===== src/hw/rtl/gpe_pkg.sv =====
// Shared types, codes and pin mask helpers for the GPIO port with edge interrupts.
// Used by every module of the block; depends on nothing.
package gpe_pkg;

    localparam logic [1:0] OP_READ  = 2'd0;
    localparam logic [1:0] OP_WRITE = 2'd1;
    localparam logic [1:0] OP_TICK  = 2'd2;

    localparam logic [3:0] REG_MODE     = 4'd0;
    localparam logic [3:0] REG_OTYPE    = 4'd1;
    localparam logic [3:0] REG_SPEED    = 4'd2;
    localparam logic [3:0] REG_PULL     = 4'd3;
    localparam logic [3:0] REG_INPUT    = 4'd4;
    localparam logic [3:0] REG_OUTPUT   = 4'd5;
    localparam logic [3:0] REG_SETRESET = 4'd6;
    localparam logic [3:0] REG_AFL      = 4'd7;
    localparam logic [3:0] REG_AFH      = 4'd8;
    localparam logic [3:0] REG_RISE     = 4'd9;
    localparam logic [3:0] REG_FALL     = 4'd10;
    localparam logic [3:0] REG_MASK     = 4'd11;
    localparam logic [3:0] REG_PENDING  = 4'd12;

    localparam int MAX_PINS = 16;

    typedef struct packed {
        logic [1:0]  op;
        logic [3:0]  reg_select;
        logic [31:0] write_data;
        logic [15:0] pin_levels;
    } t_item;

    typedef struct packed {
        logic [31:0] read_data;
        logic [15:0] out_levels;
        logic [15:0] pending_lines;
        logic        irq;
    } t_result;

    function automatic logic [15:0] mask_one(input int pins);
        logic [15:0] m;
        m = '0;
        for (int p = 0; p < MAX_PINS; p++) begin
            if (p < pins) begin
                m[p] = 1'b1;
            end
        end
        return m;
    endfunction

    function automatic logic [31:0] mask_two(input int pins);
        logic [31:0] m;
        m = '0;
        for (int p = 0; p < MAX_PINS; p++) begin
            if (p < pins) begin
                m[2*p +: 2] = 2'b11;
            end
        end
        return m;
    endfunction

    function automatic logic [31:0] mask_four(input int first, input int pins);
        logic [31:0] m;
        m = '0;
        for (int p = 0; p < 8; p++) begin
            if ((first + p) < pins) begin
                m[4*p +: 4] = 4'hF;
            end
        end
        return m;
    endfunction

endpackage


===== src/hw/rtl/gpe_in_reg.sv =====
// Input register of the GPIO port: takes one item per cycle unless stalled; holds it for the register file.
// Depends on gpe_pkg for the item type.
module gpe_in_reg (
    input  logic            i_clk,
    input  logic            i_rst_n,
    input  logic            i_valid,
    output logic            o_stall,
    input  gpe_pkg::t_item  i_item,
    input  logic            i_advance,
    output logic            o_valid,
    output gpe_pkg::t_item  o_item
);

    logic           r_valid;
    gpe_pkg::t_item r_item;
    logic           w_accept;

    assign o_stall  = r_valid && !i_advance;
    assign w_accept = i_valid && !o_stall;

    always_ff @(posedge i_clk) begin
        if (!i_rst_n) begin
            r_valid <= 1'b0;
        end else if (w_accept) begin
            r_valid <= 1'b1;
        end else if (i_advance) begin
            r_valid <= 1'b0;
        end
    end

    always_ff @(posedge i_clk) begin
        if (w_accept) begin
            r_item <= i_item;
        end
    end

    assign o_valid = r_valid;
    assign o_item  = r_item;

endmodule


===== src/hw/rtl/gpe_regfile.sv =====
// Register file and edge detector of the GPIO port: applies one item and forms its result.
// Depends on gpe_pkg for codes, types and pin masks.
module gpe_regfile #(
    parameter int PIN_COUNT = 16
) (
    input  logic             i_clk,
    input  logic             i_rst_n,
    input  logic             i_en,
    input  gpe_pkg::t_item   i_item,
    output gpe_pkg::t_result o_result
);

    localparam logic [15:0] M1  = gpe_pkg::mask_one(PIN_COUNT);
    localparam logic [31:0] M2  = gpe_pkg::mask_two(PIN_COUNT);
    localparam logic [31:0] M4L = gpe_pkg::mask_four(0, PIN_COUNT);
    localparam logic [31:0] M4H = gpe_pkg::mask_four(8, PIN_COUNT);

    logic [31:0] r_mode,  n_mode;
    logic [15:0] r_otype, n_otype;
    logic [31:0] r_speed, n_speed;
    logic [31:0] r_pull,  n_pull;
    logic [31:0] r_afl,   n_afl;
    logic [31:0] r_afh,   n_afh;
    logic [15:0] r_out,   n_out;
    logic [15:0] r_in,    n_in;
    logic [15:0] r_prev,  n_prev;
    logic [15:0] r_rise,  n_rise;
    logic [15:0] r_fall,  n_fall;
    logic [15:0] r_mask,  n_mask;
    logic [15:0] r_pend,  n_pend;
    logic [31:0] w_rd;
    logic [15:0] w_pins;
    logic [31:0] w_d;

    assign w_pins = i_item.pin_levels & M1;
    assign w_d    = i_item.write_data;

    always_comb begin
        n_mode  = r_mode;
        n_otype = r_otype;
        n_speed = r_speed;
        n_pull  = r_pull;
        n_afl   = r_afl;
        n_afh   = r_afh;
        n_out   = r_out;
        n_in    = r_in;
        n_prev  = r_prev;
        n_rise  = r_rise;
        n_fall  = r_fall;
        n_mask  = r_mask;
        n_pend  = r_pend;
        w_rd    = '0;
        case (i_item.op)
            gpe_pkg::OP_READ: begin
                case (i_item.reg_select)
                    gpe_pkg::REG_MODE:    w_rd = r_mode;
                    gpe_pkg::REG_OTYPE:   w_rd = {16'b0, r_otype};
                    gpe_pkg::REG_SPEED:   w_rd = r_speed;
                    gpe_pkg::REG_PULL:    w_rd = r_pull;
                    gpe_pkg::REG_INPUT:   w_rd = {16'b0, r_in};
                    gpe_pkg::REG_OUTPUT:  w_rd = {16'b0, r_out};
                    gpe_pkg::REG_AFL:     w_rd = r_afl;
                    gpe_pkg::REG_AFH:     w_rd = r_afh;
                    gpe_pkg::REG_RISE:    w_rd = {16'b0, r_rise};
                    gpe_pkg::REG_FALL:    w_rd = {16'b0, r_fall};
                    gpe_pkg::REG_MASK:    w_rd = {16'b0, r_mask};
                    gpe_pkg::REG_PENDING: w_rd = {16'b0, r_pend};
                    default:              w_rd = '0;
                endcase
            end
            gpe_pkg::OP_WRITE: begin
                case (i_item.reg_select)
                    gpe_pkg::REG_MODE:     n_mode  = w_d & M2;
                    gpe_pkg::REG_OTYPE:    n_otype = w_d[15:0] & M1;
                    gpe_pkg::REG_SPEED:    n_speed = w_d & M2;
                    gpe_pkg::REG_PULL:     n_pull  = w_d & M2;
                    gpe_pkg::REG_OUTPUT:   n_out   = w_d[15:0] & M1;
                    gpe_pkg::REG_SETRESET: n_out   = ((r_out & ~w_d[31:16]) | w_d[15:0]) & M1;
                    gpe_pkg::REG_AFL:      n_afl   = w_d & M4L;
                    gpe_pkg::REG_AFH:      n_afh   = w_d & M4H;
                    gpe_pkg::REG_RISE:     n_rise  = w_d[15:0] & M1;
                    gpe_pkg::REG_FALL:     n_fall  = w_d[15:0] & M1;
                    gpe_pkg::REG_MASK:     n_mask  = w_d[15:0] & M1;
                    gpe_pkg::REG_PENDING:  n_pend  = r_pend & ~w_d[15:0] & M1;
                    default:               n_pend  = r_pend;
                endcase
            end
            gpe_pkg::OP_TICK: begin
                n_pend = r_pend | (~r_prev & w_pins & r_rise) | (r_prev & ~w_pins & r_fall);
                n_in   = w_pins;
                n_prev = w_pins;
            end
            default: begin
                w_rd = '0;
            end
        endcase
    end

    always_ff @(posedge i_clk) begin
        if (!i_rst_n) begin
            r_mode  <= '0;
            r_otype <= '0;
            r_speed <= '0;
            r_pull  <= '0;
            r_afl   <= '0;
            r_afh   <= '0;
            r_out   <= '0;
            r_in    <= '0;
            r_prev  <= '0;
            r_rise  <= '0;
            r_fall  <= '0;
            r_mask  <= '0;
            r_pend  <= '0;
        end else if (i_en) begin
            r_mode  <= n_mode;
            r_otype <= n_otype;
            r_speed <= n_speed;
            r_pull  <= n_pull;
            r_afl   <= n_afl;
            r_afh   <= n_afh;
            r_out   <= n_out;
            r_in    <= n_in;
            r_prev  <= n_prev;
            r_rise  <= n_rise;
            r_fall  <= n_fall;
            r_mask  <= n_mask;
            r_pend  <= n_pend;
        end
    end

    assign o_result.read_data     = w_rd;
    assign o_result.out_levels    = n_out;
    assign o_result.pending_lines = n_pend;
    assign o_result.irq           = |(n_pend & n_mask);

endmodule


===== src/hw/rtl/gpe_out_reg.sv =====
// Result register of the GPIO port: holds one result item until the receiver takes it.
// Depends on gpe_pkg for the result type.
module gpe_out_reg (
    input  logic             i_clk,
    input  logic             i_rst_n,
    input  logic             i_load,
    input  gpe_pkg::t_result i_result,
    input  logic             i_stall,
    output logic             o_ready,
    output logic             o_valid,
    output gpe_pkg::t_result o_result
);

    logic             r_valid;
    gpe_pkg::t_result r_result;

    assign o_ready = !r_valid || !i_stall;

    always_ff @(posedge i_clk) begin
        if (!i_rst_n) begin
            r_valid <= 1'b0;
        end else if (o_ready) begin
            r_valid <= i_load;
        end
    end

    always_ff @(posedge i_clk) begin
        if (o_ready && i_load) begin
            r_result <= i_result;
        end
    end

    assign o_valid  = r_valid;
    assign o_result = r_result;

endmodule


===== src/hw/rtl/gpio_port_with_edge_interrupts_core.sv =====
// Top level of the 16-pin GPIO port with edge-triggered interrupt lines.
// Depends on gpe_pkg, gpe_in_reg, gpe_regfile and gpe_out_reg.
//
// Usage:
// The input channel (i_in_valid / o_in_stall) carries one item per cycle: a register
// read, a register write or a pin sample tick, chosen by i_op. An item is taken at a
// rising edge where i_in_valid is high and o_in_stall is low.
// Every item gives exactly one result item on the output channel
// (o_out_valid / i_out_stall): read data, output latch, pending bits and irq, all as
// they stand after the item is applied.
// Each item passes the input register, the register file logic and the result register,
// which takes its result item as the item leaves the input register.
// Throughput: one item per cycle while the output is not stalled.
// When the receiver stalls, the result register holds its item and the input register
// keeps taking one more; o_in_stall rises once both registers are full and the output
// is still stalled.
// Reset (i_rst_n low, synchronous) clears every register of the port to zero, leaves
// all lines masked and empties both stages. No clearing pass is needed.
module gpio_port_with_edge_interrupts_core #(
    parameter int PIN_COUNT = 16
) (
    input  logic        i_clk,
    input  logic        i_rst_n,
    input  logic        i_in_valid,
    output logic        o_in_stall,
    input  logic [1:0]  i_op,
    input  logic [3:0]  i_reg_select,
    input  logic [31:0] i_write_data,
    input  logic [15:0] i_pin_levels,
    output logic        o_out_valid,
    input  logic        i_out_stall,
    output logic [31:0] o_read_data,
    output logic [15:0] o_out_levels,
    output logic [15:0] o_pending_lines,
    output logic        o_irq
);

    gpe_pkg::t_item   w_in_item;
    gpe_pkg::t_item   w_stage_item;
    gpe_pkg::t_result w_result;
    gpe_pkg::t_result w_out_result;
    logic             w_stage_valid;
    logic             w_out_ready;
    logic             w_advance;

    assign w_in_item.op         = i_op;
    assign w_in_item.reg_select = i_reg_select;
    assign w_in_item.write_data = i_write_data;
    assign w_in_item.pin_levels = i_pin_levels;

    assign w_advance = w_stage_valid && w_out_ready;

    gpe_in_reg u_in (
        .i_clk     (i_clk),
        .i_rst_n   (i_rst_n),
        .i_valid   (i_in_valid),
        .o_stall   (o_in_stall),
        .i_item    (w_in_item),
        .i_advance (w_advance),
        .o_valid   (w_stage_valid),
        .o_item    (w_stage_item)
    );

    gpe_regfile #(
        .PIN_COUNT (PIN_COUNT)
    ) u_regs (
        .i_clk    (i_clk),
        .i_rst_n  (i_rst_n),
        .i_en     (w_advance),
        .i_item   (w_stage_item),
        .o_result (w_result)
    );

    gpe_out_reg u_out (
        .i_clk    (i_clk),
        .i_rst_n  (i_rst_n),
        .i_load   (w_stage_valid),
        .i_result (w_result),
        .i_stall  (i_out_stall),
        .o_ready  (w_out_ready),
        .o_valid  (o_out_valid),
        .o_result (w_out_result)
    );

    assign o_read_data     = w_out_result.read_data;
    assign o_out_levels    = w_out_result.out_levels;
    assign o_pending_lines = w_out_result.pending_lines;
    assign o_irq           = w_out_result.irq;

`ifndef SYNTH
    a_irq_needs_pending: assert property (@(posedge i_clk) disable iff (!i_rst_n)
        (o_out_valid && o_irq) |-> (o_pending_lines != 16'd0))
        else $error("irq raised with no pending line");

    a_stall_only_when_full: assert property (@(posedge i_clk) disable iff (!i_rst_n)
        o_in_stall |-> (w_stage_valid && o_out_valid && i_out_stall))
        else $error("input stalled while a stage is free");

    a_reset_empties: assert property (@(posedge i_clk)
        !i_rst_n |=> (!o_out_valid && !o_in_stall))
        else $error("stages not empty after reset");
`endif

endmodule


===== config.mk =====
export PLATFORM = sky130hd
export DESIGN_NAME = gpio_port_with_edge_interrupts_core
export DESIGN_NICKNAME = d
export VERILOG_FILES = /design/src/hw/rtl/gpe_pkg.sv /design/src/hw/rtl/gpe_in_reg.sv /design/src/hw/rtl/gpe_regfile.sv /design/src/hw/rtl/gpe_out_reg.sv /design/src/hw/rtl/gpio_port_with_edge_interrupts_core.sv
export SDC_FILE = /design/constraint.sdc
export NUM_CORES = 1
export LEC_CHECK = 0
export ABC_AREA = 1
export BUFFER_PORTS_ARGS = -buffer_cell sky130_fd_sc_hd__buf_2
export CORE_MARGIN = 2
export CORE_UTILIZATION = 43
export CTS_CLUSTER_DIAMETER = 200
export DETAILED_ROUTE_END_ITERATION = 6
export GPL_TIMING_DRIVEN = 0
export HOLD_SLACK_MARGIN = 0.05
export PLACE_DENSITY_LB_ADDON = 0.3
export SKIP_LAST_GASP = 1
export SYNTH_ARGS = -nofsm -noshare
export SYNTH_HDL_FRONTEND = slang
export SYNTH_HIERARCHICAL = 1
export SYNTH_SLANG_ARGS = --single-unit

===== constraint.sdc =====
create_clock -name i_clk -period 5.4 [get_ports i_clk]
set_input_delay 0.54 -clock i_clk [delete_from_list [all_inputs] [get_ports i_clk]]
set_output_delay 0.54 -clock i_clk [all_outputs]
set_load 0.005 [all_outputs]

==> impl_metrics.json <==
{
  "grt_pass1_wl_um": 89100,
  "synth_cell_types": 31,
  "tightest_slew_ns": 1.29,
  "ant_nets": 0,
  "ys_top_cells_by_count": "inv_1 (351), a21oi_1 (278), dfxtp_1 (274), o21ai_0 (271), nand2_1 (264)",
  "intPower_w": 0.00509,
  "p_sw_share_pct": 25.0,
  "drv_slew": 0,
  "overflow": 0,
  "cts_made_buffers": 43,
  "async_flop_share_pct": 0,
  "hold_buffers": 0,
  "firstDrtPassIters": 6,
  "die_h_um": 201,
  "rsz0062_at_grt": "false",
  "clock_sinks": 393,
  "outcome": "completed",
  "synthTopCellsByArea": "dfxtp_1 (33%), edfxtp_1 (21%), a21oi_1 (8.3%), o21ai_0 (8.1%), inv_1 (7.9%)",
  "insertion_delay_ns": 0.59,
  "drc": 0,
  "critical_path_buf_inv_count": 3,
  "min_to": "u_in/o_item[35]",
  "reg2reg_from": "u_in/o_item[51]",
  "leakagePower_nw": 7.60,
  "synth.yosys.seq_area_share_pct": 54.1,
  "hold_start": "i_write_data[19]",
  "postCtsSetupBuffers": 0,
  "cts-root-buf": "clkbuf_16",
  "vias": 15578,
  "ys_seq_elements": 393,
  "yosysMostFrequentCell": "inv_1",
  "drtIter0Drc": 2054,
  "peakVddDrop_uv": 205,
  "grt_pass1_vias": 14757,
  "clock_power_share_pct": 44.6,
  "path_max_fanout": 10,
  "hold_violations": 0,
  "fin_crit_sh_pct": 53.1,
  "rows": 72,
  "rrSetupSlack_ns": 2.53,
  "netlist_instances": 2067,
  "crit_top_cell": "nand2_1",
  "cpLargestDelayFamily": "simple AND/OR/NAND/NOR gates",
  "hpwl_um": 43400,
  "worstSetupEndpointType": "register",
  "place.gp.congestion": 0.945,
  "syn-num-nets": 2128,
  "fmax_mhz": 349,
  "die_area_um2": 40600,
  "dp.cells": 2712,
  "start_util_pct": 43.5,
  "worstPathArrival_ns": 3.19,
  "syn_area_um2": 16800,
  "path_class": "register to register",
  "grt_max_degree": 31,
  "whs_path_depth": 1,
  "vias_per_cell": 5.58,
  "hold-worst-slack_ns": 0.121,
  "yosys.area.top_type": "dfxtp_1",
  "synth_flop_cell": "dfxtp_1",
  "cp_slowest_cell": "edfxtp_1",
  "io_pins": 125,
  "rr_endpoint": "u_out/o_result[42]",
  "nets": 2300,
  "p_switching_w": 0.00170,
  "hold_path_class": "input port to register",
  "required_ns": 5.72,
  "cts_tree": "built",
  "ctsResizeCount": 0,
  "finalSetupViolations": 0,
  "seq_power_share_pct": 47.5,
  "htree_levels": 2,
  "synth_top_area_share_pct": 32.7,
  "p_per_area_nw_per_um2": 347,
  "worstRegToRegCells": 9,
  "maxCapViolations": 0,
  "setup_tns_ns": 0,
  "min_period_ns": 2.87,
  "clk_pin_slew_ns": 0.06,
  "drive_above_1_share_pct": 11.5,
  "coreArea_um2": 38600,
  "wire_per_inst_um": 21.5,
  "cts_buffer_depth": 3,
  "port-buffer-count": 124,
  "synth_warnings": 6,
  "grt_usage_pct": 29.3,
  "synth_area_per_cell_um2": 8.11,
  "slew_headroom_pct": 13.9,
  "synth-edff-count": 119,
  "drt-total-wl_um": 60000,
  "power_frac_comb_pct": 7.9,
  "slowest_delay_ns": 0.56,
  "area_growth_pct": 16.8,
  "final_cells": 2791,
  "path_cells": "nand2_1 -> clkinv_1 -> nand2_1 -> buf_4 -> o22ai_1 -> nor3_1 -> nand3_1 -> nand2_1 -> inv_1",
  "antenna_found_initial": 2,
  "skew_ns": 0.0258,
  "die_x_um": 201,
  "critPathLaunchType": "register"
}
## per-layer routing
layer / global-route usage (%) / vias up / part of all wire (%)
met3: 6.37 / 148 / 9.9
li1: - / 7213 / -
met4: 15.2 / 2 / 5.3
met1: 39.8 / 7379 / 41
met2: 43.8 / 836 / 43
met5: 1.55 / - / 0.097
## final cells by class
class                      instances  area, um^2
clock inverter                    11         173
tap                              518         648
antenna                            2        5.00
inverter                         362        1360
sequential                       393        9060
fill                            3728       19000
buffer                           141         588
clock buffer                      66        1280
multi-input combinational       1171        5770
timing repair buffer             127         681
## power groups by stage
stage	registers, W	clock network [W]	logic [W]
finish	0.00322	0.00303	0.000534
global route	0.00323	0.00317	0.000583
CTS	0.00322	0.00307	0.000521
global placement	0.00329	0	0.000499
floorplan	0.00326	0	0.000293
detailed placement	0.00328	0	0.000518
## how the worst max path moves through the flow
stage | end | start | slack [ns] | cells past startpoint
2_1_floorplan | u_out/o_result[0] | i_out_stall | 1.17 | 1
3_3_place_gp | u_out/o_result[27] | i_out_stall | -0.86 | 2
3_5_place_dp | u_regs/r_pull[24] | i_out_stall | 2.48 | 12
4_1_cts | u_out/o_result[42] | u_in/o_item[51] | 2.69 | 9
5_1_grt | u_out/o_result[42] | u_in/o_item[51] | 2.46 | 9
6_report | u_out/o_result[42] | u_in/o_item[51] | 2.53 | 9
## stage by stage
stage | utilization (%) | total power, W | setup WS [ns] | cell area (um^2)
3_5_place_dp | 47.0 | 0.00380 | 2.48 | 18100
4_1_cts | 50.7 | 0.00681 | 2.69 | 19600
2_1_floorplan | - | 0.00356 | 1.17 | 16800
3_3_place_gp | 46.8 | 0.00379 | -0.864 | 18000
6_report | 50.7 | 0.00679 | 2.53 | 19600
5_1_grt | 50.7 | 0.00699 | 2.46 | 19600
## registers in the layout, summed over array words and instances (netlist names), 16 cells and up
name / cells
u_regs/r_afh: 32
u_regs/r_mode: 32
u_regs/r_mask: 16
u_regs/r_afl: 32
u_regs/r_pend: 16
u_out/o_result: 65
u_regs/r_rise: 16
u_regs/r_speed: 32
u_regs/r_out: 16
u_in/o_item: 54
u_regs/r_otype: 16
u_regs/r_prev: 16
u_regs/r_fall: 16
u_regs/r_pull: 32
## cells in the final DEF, fill, tap and decap left out, types with 5 or more instances in the layout
master,instances
nor2_4,6
clkbuf_1,108
inv_2,8
inv_1,351
nand3_1,106
buf_2,162
clkbuf_16,43
nor2_1,73
o211ai_1,16
nand2_2,5
o21ai_0,271
a211oi_1,16
dfxtp_1,274
nor3_1,6
edfxtp_1,119
a21oi_1,277
nand2_1,264
o22ai_1,110
clkbuf_8,12
## kinds of logic (layout without fill, tap and decap cells)
| group | after synthesis | after routing | synth area share [%] |
|---|---|---|---|
| adders and majority gates | 3 | 3 | 0.224 |
| buffers and inverters | 503 | 707 | 11.6 |
| AOI/OAI and AO/OA | 700 | 700 | 22.3 |
| DFF | 393 | 393 | 54.1 |
| other | 0 | 2 | 0 |
| and+or+nand+nor | 468 | 468 | 11.8 |
No activity file was read; power rests on OpenSTA's default activity.
